<file path="src/gcq_pkg.sv">
// gcq_pkg: shared types and constants of the grouped class queue.
// Holds parameter defaults, operation codes, status codes and the result struct.
// No dependencies.
package gcq_pkg;

    // Parameter defaults
    localparam int NUM_CLASSES_DEF = 4;
    localparam int GROUP_DEPTH_DEF = 16;
    localparam int VALUE_BITS_DEF  = 16;

    // Fixed field widths
    localparam int CLASS_FIELD_W = 2;
    localparam int VALUE_FIELD_W = 16;

    // Operation codes
    localparam logic OP_ENQ = 1'b0;
    localparam logic OP_DEQ = 1'b1;

    // Result status codes
    typedef enum logic [1:0] {
        ST_ACCEPTED  = 2'd0,
        ST_DELIVERED = 2'd1,
        ST_EMPTY     = 2'd2,
        ST_FULL      = 2'd3
    } status_t;

    // Result of one transaction, minus the value that comes from the store
    typedef struct packed {
        logic                     deq;
        logic [CLASS_FIELD_W-1:0] cls;
        status_t                  status;
    } result_t;

endpackage

</file>
<file path="src/gcq_ram.sv">
// gcq_ram: generic single-port synchronous RAM with registered read.
// Width and depth set by parameters; no reset on contents.
// No dependencies.
module gcq_ram #(
    parameter int WIDTH = 16,
    parameter int DEPTH = 64
) (
    input  logic                     clk,
    input  logic                     en,
    input  logic                     we,
    input  logic [$clog2(DEPTH)-1:0] addr,
    input  logic [WIDTH-1:0]         wdata,
    output logic [WIDTH-1:0]         rdata
);

    logic [WIDTH-1:0] mem [DEPTH];

    // Write and registered read, one access per cycle
    always_ff @(posedge clk)
    begin
        if (en)
        begin
            if (we)
            begin
                mem[addr] <= wdata;
            end
            rdata <= mem[addr];
        end
    end

endmodule

</file>
<file path="src/gcq_ctrl.sv">
// gcq_ctrl: group pointers, order ring and transaction decision of the grouped queue.
// Drives the item store address and write data and holds the pending result.
// Depends on gcq_pkg.
module gcq_ctrl #(
    parameter int NUM_CLASSES = 4,
    parameter int GROUP_DEPTH = 16,
    parameter int VALUE_BITS  = 16
) (
    input  logic                                    clk,
    input  logic                                    rst_n,
    input  logic                                    accept,
    input  logic                                    operation,
    input  logic [gcq_pkg::CLASS_FIELD_W-1:0]       class_id,
    input  logic [gcq_pkg::VALUE_FIELD_W-1:0]       item_value,
    output logic                                    ram_en,
    output logic                                    ram_we,
    output logic [$clog2(NUM_CLASSES*GROUP_DEPTH)-1:0] ram_addr,
    output logic [VALUE_BITS-1:0]                   ram_wdata,
    output logic                                    pend,
    output gcq_pkg::result_t                        res
);
    import gcq_pkg::*;

    localparam int CLS_W  = $clog2(NUM_CLASSES);
    localparam int SLOT_W = (GROUP_DEPTH > 1) ? $clog2(GROUP_DEPTH) : 1;
    localparam int CNT_W  = $clog2(GROUP_DEPTH + 1);
    localparam int OCNT_W = $clog2(NUM_CLASSES + 1);
    localparam int ADDR_W = $clog2(NUM_CLASSES * GROUP_DEPTH);

    // State
    logic [SLOT_W-1:0] group_head_reg  [NUM_CLASSES];
    logic [SLOT_W-1:0] group_head_next [NUM_CLASSES];
    logic [CNT_W-1:0]  group_count_reg [NUM_CLASSES];
    logic [CNT_W-1:0]  group_count_next[NUM_CLASSES];
    logic [CLS_W-1:0]  class_order_reg [NUM_CLASSES];
    logic [CLS_W-1:0]  class_order_next[NUM_CLASSES];
    logic [CLS_W-1:0]  order_head_reg, order_head_next;
    logic [OCNT_W-1:0] order_count_reg, order_count_next;
    logic              pend_reg, pend_next;
    result_t           res_reg, res_next;

    // Decode
    logic [CLS_W-1:0]  cidx;
    logic              cls_ok;
    logic [CLS_W-1:0]  fc;
    logic [CLS_W:0]    otail_sum;
    logic [CLS_W-1:0]  otail;
    logic [SLOT_W:0]   wslot_sum;
    logic [SLOT_W-1:0] wslot;
    logic [SLOT_W-1:0] rslot;
    logic              deq_ok;
    logic              enq_ok;
    logic              enq_new;

    assign cidx   = CLS_W'(class_id);
    assign cls_ok = (32'(class_id) < NUM_CLASSES);
    assign fc     = class_order_reg[order_head_reg];
    assign rslot  = group_head_reg[fc];

    // Tail of the order ring, wrapped at NUM_CLASSES
    assign otail_sum = (CLS_W+1)'(order_head_reg) + (CLS_W+1)'(order_count_reg);
    assign otail     = (otail_sum >= (CLS_W+1)'(NUM_CLASSES))
                     ? CLS_W'(otail_sum - (CLS_W+1)'(NUM_CLASSES))
                     : CLS_W'(otail_sum);

    // Tail slot of the target group, wrapped at GROUP_DEPTH
    assign wslot_sum = (SLOT_W+1)'(group_head_reg[cidx]) + (SLOT_W+1)'(group_count_reg[cidx]);
    assign wslot     = (wslot_sum >= (SLOT_W+1)'(GROUP_DEPTH))
                     ? SLOT_W'(wslot_sum - (SLOT_W+1)'(GROUP_DEPTH))
                     : SLOT_W'(wslot_sum);

    assign deq_ok  = (order_count_reg != '0) && (group_count_reg[fc] != '0);
    assign enq_new = (group_count_reg[cidx] == '0);
    assign enq_ok  = cls_ok
                  && (group_count_reg[cidx] < CNT_W'(GROUP_DEPTH))
                  && (!enq_new || (order_count_reg < OCNT_W'(NUM_CLASSES)));

    // Store access: write on a good enqueue, read on every dequeue
    assign ram_en    = accept;
    assign ram_we    = accept && (operation == OP_ENQ) && enq_ok;
    assign ram_addr  = (operation == OP_DEQ)
                     ? ADDR_W'(ADDR_W'(fc) * ADDR_W'(GROUP_DEPTH) + ADDR_W'(rslot))
                     : ADDR_W'(ADDR_W'(cidx) * ADDR_W'(GROUP_DEPTH) + ADDR_W'(wslot));
    assign ram_wdata = VALUE_BITS'(item_value);

    // Pointer update and result
    always_comb
    begin
        group_head_next  = group_head_reg;
        group_count_next = group_count_reg;
        class_order_next = class_order_reg;
        order_head_next  = order_head_reg;
        order_count_next = order_count_reg;
        pend_next        = accept;
        res_next         = res_reg;
        if (accept)
        begin
            res_next.deq    = 1'b0;
            res_next.cls    = '0;
            res_next.status = ST_FULL;
            if (operation == OP_DEQ)
            begin
                if (deq_ok)
                begin
                    res_next.deq    = 1'b1;
                    res_next.cls    = CLASS_FIELD_W'(fc);
                    res_next.status = ST_DELIVERED;
                    group_head_next[fc] = (rslot == SLOT_W'(GROUP_DEPTH - 1))
                                        ? '0 : SLOT_W'(rslot + 1'b1);
                    group_count_next[fc] = CNT_W'(group_count_reg[fc] - 1'b1);
                    // Class leaves the order ring when its group drains
                    if (group_count_reg[fc] == CNT_W'(1))
                    begin
                        order_head_next = (order_head_reg == CLS_W'(NUM_CLASSES - 1))
                                        ? '0 : CLS_W'(order_head_reg + 1'b1);
                        order_count_next = OCNT_W'(order_count_reg - 1'b1);
                    end
                end
                else
                begin
                    res_next.status = ST_EMPTY;
                end
            end
            else if (enq_ok)
            begin
                res_next.status = ST_ACCEPTED;
                group_count_next[cidx] = CNT_W'(group_count_reg[cidx] + 1'b1);
                // New class joins the tail of the order ring
                if (enq_new)
                begin
                    class_order_next[otail] = cidx;
                    order_count_next = OCNT_W'(order_count_reg + 1'b1);
                end
            end
        end
    end

    // Control state
    always_ff @(posedge clk or negedge rst_n)
    begin
        if (!rst_n)
        begin
            for (int i = 0; i < NUM_CLASSES; i++)
            begin
                group_head_reg[i]  <= '0;
                group_count_reg[i] <= '0;
            end
            order_head_reg  <= '0;
            order_count_reg <= '0;
            pend_reg        <= 1'b0;
        end
        else
        begin
            group_head_reg  <= group_head_next;
            group_count_reg <= group_count_next;
            order_head_reg  <= order_head_next;
            order_count_reg <= order_count_next;
            pend_reg        <= pend_next;
        end
    end

    // Order ring contents and result payload, no reset
    always_ff @(posedge clk)
    begin
        class_order_reg <= class_order_next;
        res_reg         <= res_next;
    end

    assign pend = pend_reg;
    assign res  = res_reg;

    // Checks
    a_pend_after_accept: assert property (@(posedge clk) disable iff (!rst_n)
        accept |=> pend_reg)
        else $error("accepted transaction did not raise pending result");

    a_pend_one_cycle: assert property (@(posedge clk) disable iff (!rst_n)
        pend_reg |=> !pend_reg)
        else $error("result strobe held longer than one cycle");

    a_order_bound: assert property (@(posedge clk) disable iff (!rst_n)
        order_count_reg <= OCNT_W'(NUM_CLASSES))
        else $error("order ring overflow");

    a_enq_nonempty: assert property (@(posedge clk) disable iff (!rst_n)
        (accept && operation == OP_ENQ && enq_ok) |=> (order_count_reg != '0))
        else $error("accepted enqueue left the order ring empty");

    a_deliver_class: assert property (@(posedge clk) disable iff (!rst_n)
        (accept && operation == OP_DEQ && deq_ok)
        |=> (res_reg.deq && res_reg.cls == CLASS_FIELD_W'($past(fc))))
        else $error("delivered class does not match front class");

endmodule

</file>
<file path="src/grouped_class_queue_top.sv">
// grouped_class_queue_top: grouped FIFO (team queue) with per-class groups.
// Instantiates gcq_ctrl (pointers and decision) and gcq_ram (item store).
// Depends on gcq_pkg, gcq_ram, gcq_ctrl.
//
//  channel | handshake         | fields
//  --------+-------------------+-------------------------------------
//  command | start / busy      | operation, class_id, item_value
//  result  | done (strobe)     | out_class, out_value, result_status
//
// A command taken at a clock edge yields its result on the ports in the cycle after
// that edge, with done high for that one cycle; busy is high in the same cycle.
// That cycle's closing edge takes nothing, so no new command is taken while a
// result is pending; the result waits on the registered store read.
// Reset clears the group counters and heads and the order ring pointers; no clearing pass.
// The receiver cannot stall: each result is shown for exactly one cycle.
module grouped_class_queue_top #(
    parameter int NUM_CLASSES = gcq_pkg::NUM_CLASSES_DEF,
    parameter int GROUP_DEPTH = gcq_pkg::GROUP_DEPTH_DEF,
    parameter int VALUE_BITS  = gcq_pkg::VALUE_BITS_DEF
) (
    input  logic                              clk,
    input  logic                              rst_n,
    input  logic                              start,
    output logic                              busy,
    input  logic                              operation,
    input  logic [gcq_pkg::CLASS_FIELD_W-1:0] class_id,
    input  logic [gcq_pkg::VALUE_FIELD_W-1:0] item_value,
    output logic                              done,
    output logic [gcq_pkg::CLASS_FIELD_W-1:0] out_class,
    output logic [gcq_pkg::VALUE_FIELD_W-1:0] out_value,
    output logic [1:0]                        result_status
);
    import gcq_pkg::*;

    localparam int DEPTH  = NUM_CLASSES * GROUP_DEPTH;
    localparam int ADDR_W = $clog2(DEPTH);

    logic              accept;
    logic              ram_en;
    logic              ram_we;
    logic [ADDR_W-1:0] ram_addr;
    logic [VALUE_BITS-1:0] ram_wdata;
    logic [VALUE_BITS-1:0] ram_rdata;
    logic              pend;
    result_t           res;

    // Command transaction
    assign accept = start && !busy;

    gcq_ctrl #(
        .NUM_CLASSES (NUM_CLASSES),
        .GROUP_DEPTH (GROUP_DEPTH),
        .VALUE_BITS  (VALUE_BITS)
    ) u_ctrl (
        .clk        (clk),
        .rst_n      (rst_n),
        .accept     (accept),
        .operation  (operation),
        .class_id   (class_id),
        .item_value (item_value),
        .ram_en     (ram_en),
        .ram_we     (ram_we),
        .ram_addr   (ram_addr),
        .ram_wdata  (ram_wdata),
        .pend       (pend),
        .res        (res)
    );

    gcq_ram #(
        .WIDTH (VALUE_BITS),
        .DEPTH (DEPTH)
    ) u_store (
        .clk   (clk),
        .en    (ram_en),
        .we    (ram_we),
        .addr  (ram_addr),
        .wdata (ram_wdata),
        .rdata (ram_rdata)
    );

    // Result: value straight from the registered store read
    assign busy          = pend;
    assign done          = pend;
    assign out_class     = res.cls;
    assign out_value     = res.deq ? VALUE_FIELD_W'(ram_rdata) : '0;
    assign result_status = res.status;

endmodule
</file>
<file path="config.mk">
export PLATFORM = sky130hd
export DESIGN_NAME = grouped_class_queue_top
export DESIGN_NICKNAME = d
export VERILOG_FILES = /design/src/gcq_pkg.sv /design/src/gcq_ram.sv /design/src/gcq_ctrl.sv /design/src/grouped_class_queue_top.sv
export SDC_FILE = /design/constraint.sdc
export NUM_CORES = 1
export LEC_CHECK = 0
export BUFFER_PORTS_ARGS = -buffer_cell sky130_fd_sc_hd__clkbuf_2
export CAP_MARGIN = 40
export CORE_ASPECT_RATIO = 0.7
export CORE_MARGIN = 10
export CORE_UTILIZATION = 35
export CTS_BUF_LIST = sky130_fd_sc_hd__clkbuf_8
export CTS_CLUSTER_DIAMETER = 80
export CTS_CLUSTER_SIZE = 20
export DETAILED_ROUTE_END_ITERATION = 16
export GPL_ROUTABILITY_DRIVEN = 0
export GPL_TIMING_DRIVEN = 0
export PLACE_DENSITY_LB_ADDON = 0.15
export SKIP_LAST_GASP = 1
export SLEW_MARGIN = 20
export SYNTH_ARGS = -nofsm -noshare
export SYNTH_HDL_FRONTEND = slang
export SYNTH_SLANG_ARGS = --single-unit
</file>
<file path="constraint.sdc">
create_clock -name clk -period 6 [get_ports clk]
set_input_delay 0.3 -clock clk [delete_from_list [all_inputs] [get_ports clk]]
set_output_delay 0.3 -clock clk [all_outputs]
set_load 0.01 [all_outputs]
</file>
==> flow_summary.yaml, run 1 <==
setup_path:
  rr_worst_depth: 15
  crit_type: "reg2reg"
  setup.worst_path.start_class: "flip-flop"
  cp-end-kind: "flip-flop"
  required_ns: 6.53
  cp_max_fo: 10
  arrival_ns: 6.52
cells_and_area:
  multi_input_area_mm2: 0.00913
  final_common_cell: "edfxtp_1"
  final_core_util_pct: 39.7
  largest_reg_flops: 1024
  drive_gt1_share_pct: 18.9
  seqCellArea_mm2: 0.0327
  fin_nets: 2692
  nFillCells: 10943
  areaGrowthSynthToFinish_pct: 12.6
  final_cell_mix: "edfxtp_1, a22oi_1, nand2_1"
flow_run:
  maxCapViolCount: 0
logic_synthesis:
  synth_cell_type_count: 64
  synth_top_family_by_area: "compound AO/OA/AOI/OAI gates"
  ys.flop_type: "edfxtp_1"
  synth-xor-area-share_pct: 0.344
  ys_ff_latch: 1095
  synth_fa_ha_area_share_pct: 0.391
  synth_compound_area_share_pct: 10.9
  syn-mean-instance-area_um2: 17.4
  syn_inst: 2419
  synth_simple_gate_area_share_pct: 5.07
  async_flop_share_pct: 3.84
  yosys_warnings: 0
  synth_mux_area_share_pct: 4.25
  ys_seq_area_share_pct: 77.4
  syn_area_mm2: 0.0422
  synth_edf_count: 1053
  syn-num-nets: 2453
worst_hold_path:
  hold_depth: 3
  worstHoldPathType: "in2reg"
global_route:
  grt_pass1_vias: 24130
  gr-usage-all-layers_pct: 19.5
  gr-total-overflow: 0
  grt_max_degree: 65
  antenna_found_initial: 12
  grt_pass1_wl_um: 191000
sta:
  worst_clock_skew_ns: 0.0741
  hold_viol: 0
  worst_pin_slew_ns: 1.04
  relSlewSlack_pct: 29.6
  setup_viol: 0
  fmax_mhz: 167
  min_period_ns: 5.99
  finalWorstSetupSlack_ns: 0.0100
  finalCritPeriodShare_pct: 99.8
  timing.hold.ws_ns: 0.0467
  slew_violations: 0
clock_tree:
  cts_buffers: 66
  cts_tree: "done"
  root_buffer: "clkbuf_8"
  clk_pin_slew_ns: 0.13
  clock_sink_count: 1095
  insertion_delay_ns: 0.82
  clockBufferDepth: 3
  h-tree-depth: 3
drt:
  drc: 0
  via_count: 25345
  drt_wl_total_um: 137000
  avgViaCountPerCell: 5.88
  drt-pass1-iter-count: 5
  drt-initial-drc-count: 3833
  routedWlPerCell_um: 31.9
  antenna_left: 0
power:
  vdd_ir_drop_max_v: 0.000215
  finalPower_w: 0.0216
  power_leakage_nw: 14.5
  power_density_mw_per_mm2: 455
place:
  port_buffers: 43
  dpl.hpwl_um: 99100
  place_ws_ns: -2.25
floorplan:
  rows: 106
  die_h_um: 311
  die_w_um: 435
  design.core.area_mm2: 0.120
  dieArea_mm2: 0.135
  start_util_pct: 35.3
  ios: 44
status:
  status: "finished, final reports clean"
[cell usage after synthesis, types with 14 or more instances]
master / number / share of area, %
or4_1: 28 / 0.50
a22oi_1: 284 / 5.1
nand2_1: 123 / 1.1
mux2_2: 109 / 2.9
a31oi_1: 51 / 0.76
nor2_1: 86 / 0.76
nand3_1: 18 / 0.21
clkbuf_1: 104 / 0.92
a21oi_1: 14 / 0.17
o22ai_1: 25 / 0.37
and3_1: 21 / 0.31
and4_1: 65 / 1.3
a221oi_1: 36 / 0.75
and2_1: 22 / 0.33
mux2i_1: 19 / 0.45
buf_2: 29 / 0.34
dfrtp_1: 42 / 2.5
edfxtp_1: 1053 / 75
mux4_2: 16 / 0.85
nor3_1: 14 / 0.17
a41oi_1: 42 / 0.87
a22o_1: 34 / 0.71
a222oi_1: 14 / 0.33
[report_power, final]
group / total [W] / leakage (nW) / internal (W) / switching (W)
Combinational: 0.00935 / 3.91 / 0.00288 / 0.00647
Sequential: 0.00880 / 10.0 / 0.00866 / 0.000140
Clock: 0.00348 / 0.591 / 0.00107 / 0.00241
[path summary, 6_finish.rpt]
kind                                            from                         to  slack, ns
max                        u_ctrl.group_count_reg[0]           u_store.rdata[8]       0.01
min                                            start                u_ctrl.pend       0.05
max reg2reg                u_ctrl.group_count_reg[0]           u_store.rdata[8]       0.01
min reg2reg                u_ctrl.order_count_reg[2]  u_ctrl.order_count_reg[2]       0.53
max in group asynchronous                      rst_n   u_ctrl.group_head_reg[7]       4.35
min in group asynchronous                      rst_n  u_ctrl.group_head_reg[15]       0.51
[what timing repair did]
action	in CTS	in global routing
resized for setup	17	17
hold buffers	9	1
endpoints found under the hold margin	101	16
buffers inserted	0	0
setup endpoints to repair	271	78
[stage by stage]
| stage | cells | instance area (µm²) | setup TNS (ns) |
|---|---|---|---|
| after CTS | 4289 | 47300 | 0 |
| after global routing | 4305 | 47500 | -0.00548 |
| after detailed placement | 4190 | 46100 | -643.36 |
| after global placement | 4082 | 44400 | -1415.17 |
| after floorplan | 2419 | 42200 | 0 |
| final | 4308 | 47500 | 0 |
[final cells by class]
cell class / instances / share of cell area [%]
Antenna cell: 7 / 0.0368
Buffer: 154 / 1.44
Clock buffer: 68 / 1.97
Clock inverter: 23 / 0.300
Inverter: 11 / 0.0869
Multi-Input combinational cell: 1158 / 19.2
Sequential cell: 1095 / 68.7
Tap cell: 1620 / 4.26
Timing Repair Buffer: 172 / 3.97
[worst max-delay path, stage by stage, from the launching register on]
cell     delay [ns]
dfrtp_1        0.43
mux4_2         0.60
ha_1           0.27
fa_1           0.44
xnor2_1        0.16
nor2_1         0.20
a221o_1        0.26
buf_4          0.41
buf_4          0.39
buf_2          0.32
buf_2          0.35
mux2_2         0.38
a22oi_1        0.28
a31oi_1        0.26
nor4_2         0.63
nand4_1        0.26
[per-layer routing]
metal  wire length (µm)  global-route usage [%]  vias up
met2              56000                    26.6     1303
met1              64300                    30.6    13411
li1                   -                       -    10486
met4               2640                    4.01        2
met3              14400                    5.46      143
met5                 20                       0        -
[kinds of logic after synthesis]
group	Yosys count
simple gates	397
buf+inv	166
fa+ha+maj	12
compound gates	589
xor+xnor	15
mux	145
flops	1095
Power figures use the tool's default switching activity.
==> inputs of run 2 (changes only) <==
--- a/config.mk
+++ b/config.mk
@@ -17,6 +17,7 @@
 export GPL_ROUTABILITY_DRIVEN = 0
 export GPL_TIMING_DRIVEN = 0
 export PLACE_DENSITY_LB_ADDON = 0.15
+export RECOVER_POWER = 50
 export SKIP_LAST_GASP = 1
 export SLEW_MARGIN = 20
 export SYNTH_ARGS = -nofsm -noshare
==> flow_summary.yaml, run 2 (synthesized netlist as in run 1, its figures left out) <==
clock_tree:
  insertion_delay_ns: 0.82
  clk_pin_slew_ns: 0.13
  clock_sink_count: 1095
  cts_tree: "done"
  root_buffer: "clkbuf_8"
  h-tree-depth: 3
  cts_buffers: 66
  clockBufferDepth: 3
setup_path:
  r2r_setup_slack_ns: 0.04
  arrival_ns: 6.48
  required_ns: 6.52
  cp_max_fo: 10
  crit_path_end: "u_store.rdata[8]"
  crit_type: "reg2reg"
  critical_path.startpoint: "u_ctrl.group_count_reg[0]"
  reg2reg_to: "u_store.rdata[8]"
  cp-end-kind: "flip-flop"
  rr_worst_depth: 15
  setup.worst_path.start_class: "flip-flop"
  r2r-start: "u_ctrl.group_count_reg[0]"
power:
  power_density_mw_per_mm2: 458
  switchingPower_w: 0.00900
  p_int_w: 0.0126
  pwr-share-comb_pct: 43.1
  seqPwrFrac_pct: 40.8
  power_leakage_nw: 14.3
  netSwitchingFraction_pct: 41.7
  finalPower_w: 0.0216
  vdd_ir_drop_max_v: 0.000215
  power_frac_clock_pct: 16.1
floorplan:
  rows: 106
  ios: 44
  die_h_um: 311
  design.core.area_mm2: 0.120
  die_w_um: 435
  dieArea_mm2: 0.135
  start_util_pct: 35.3
cells_and_area:
  final_cell_mix: "edfxtp_1, a22oi_1, clkbuf_1"
  largest_reg_flops: 1024
  multi_input_area_mm2: 0.00913
  nFillCells: 10978
  fin_nets: 2692
  final_core_util_pct: 39.4
  final_common_cell: "edfxtp_1"
  drive_gt1_share_pct: 17.5
  areaGrowthSynthToFinish_pct: 11.8
  layout.cells.non_filler: 4310
  seqCellArea_mm2: 0.0327
drt:
  avgViaCountPerCell: 5.88
  antenna_left: 0
  via_count: 25348
  routedWlPerCell_um: 31.8
  drc: 0
  drt-initial-drc-count: 3681
  drt-pass1-iter-count: 8
  drt_wl_total_um: 137000
global_route:
  grt_pass1_vias: 24130
  gr-usage-all-layers_pct: 19.5
  antenna_found_initial: 11
  grt_pass1_wl_um: 191000
  gr-total-overflow: 0
  grt_max_degree: 65
sta:
  min_period_ns: 5.96
  fmax_mhz: 168
  relSlewSlack_pct: -113
  timing.setup.tns_ns: 0
  slew_violations: 992
  setup_viol: 0
  worst_pin_slew_ns: 3.20
  worst_clock_skew_ns: 0.0737
  hold_viol: 1
  finalCritPeriodShare_pct: 99.3
  timing.hold.ws_ns: -0.0116
worst_hold_path:
  worstHoldPathType: "in2reg"
place:
  port_buffers: 43
  dpl.cell_count: 4190
  dpl.hpwl_um: 99100
status:
  violations: "negative hold slack, max-capacitance violations, max-slew violations"
  status: "finished, violations left"
flow_run:
  maxCapViolCount: 26
run 2: worst min-delay path by stage:
stage / to / slack (ns) / start / cells after the start
after floorplan: u_ctrl.group_count_reg[0] / 0.004 / rst_n / 0
after global placement: u_ctrl.group_count_reg[7] / 0.49 / u_ctrl.group_count_reg[7] / 2
after detailed placement: u_ctrl.group_head_reg[6] / 0.26 / rst_n / 1
after CTS: u_store.mem[11][1] / 0.005 / item_value[1] / 1
after global routing: u_ctrl.pend / 0.03 / start / 3
final: u_ctrl.pend / -0.01 / start / 3
run 2: layout make-up:
class / instances / area share, %
Inverter: 11 / 0.0875
Antenna cell: 9 / 0.0477
Buffer: 154 / 1.45
Tap cell: 1620 / 4.30
Clock inverter: 23 / 0.302
Sequential cell: 1095 / 69.2
Clock buffer: 68 / 1.98
Timing Repair Buffer: 172 / 3.26
Multi-Input combinational cell: 1158 / 19.3
run 2: worst max-delay path, stage by stage (launching register included):
cell and delay, ns:
dfrtp_1 0.43, mux4_2 0.61, ha_1 0.27, fa_1 0.44, xnor2_1 0.16, nor2_1 0.20, a221o_1 0.26, buf_4 0.40
buf_4 0.39, buf_2 0.32, buf_2 0.36, mux2_2 0.38, a22oi_1 0.27, a31oi_1 0.25, nor4_2 0.62, nand4_1 0.26
run 2: repair_timing:
| item | in CTS | in global routing |
|---|---|---|
| buffers inserted | 0 | 0 |
| hold endpoints to repair | 101 | 16 |
| hold buffers | 9 | 1 |
| endpoints found under the setup margin | 271 | 78 |
| resized for setup | 17 | 17 |
run 2: routing by layer:
| metal | vias up | global-route usage (%) | wire length (µm) |
|---|---|---|---|
| met5 | - | 0 | 20 |
| met4 | 2 | 4.01 | 2620 |
| met3 | 142 | 5.46 | 14800 |
| met2 | 1340 | 26.6 | 55900 |
| met1 | 13370 | 30.6 | 63800 |
| li1 | 10494 | - | - |
run 2: metrics by stage:
step	setup slack [ns]	hold slack, ns	area, µm²
3_5_place_dp	-2.25	0.262	46100
2_1_floorplan	0.721	0.00441	42200
4_1_cts	0.0193	0.00503	47300
6_report	0.0439	-0.0116	47200
3_3_place_gp	-3.35	0.489	44400
5_1_grt	-0.00548	0.0294	47200
run 2: power groups by stage:
stage / clock network, W / registers, W / logic (W)
global route: 0.00382 / 0.00884 / 0.00971
finish: 0.00348 / 0.00881 / 0.00931
floorplan: 0 / 0.00892 / 0.00469
CTS: 0.00355 / 0.00880 / 0.00907
global placement: 0 / 0.00897 / 0.00858
detailed placement: 0 / 0.00898 / 0.00899
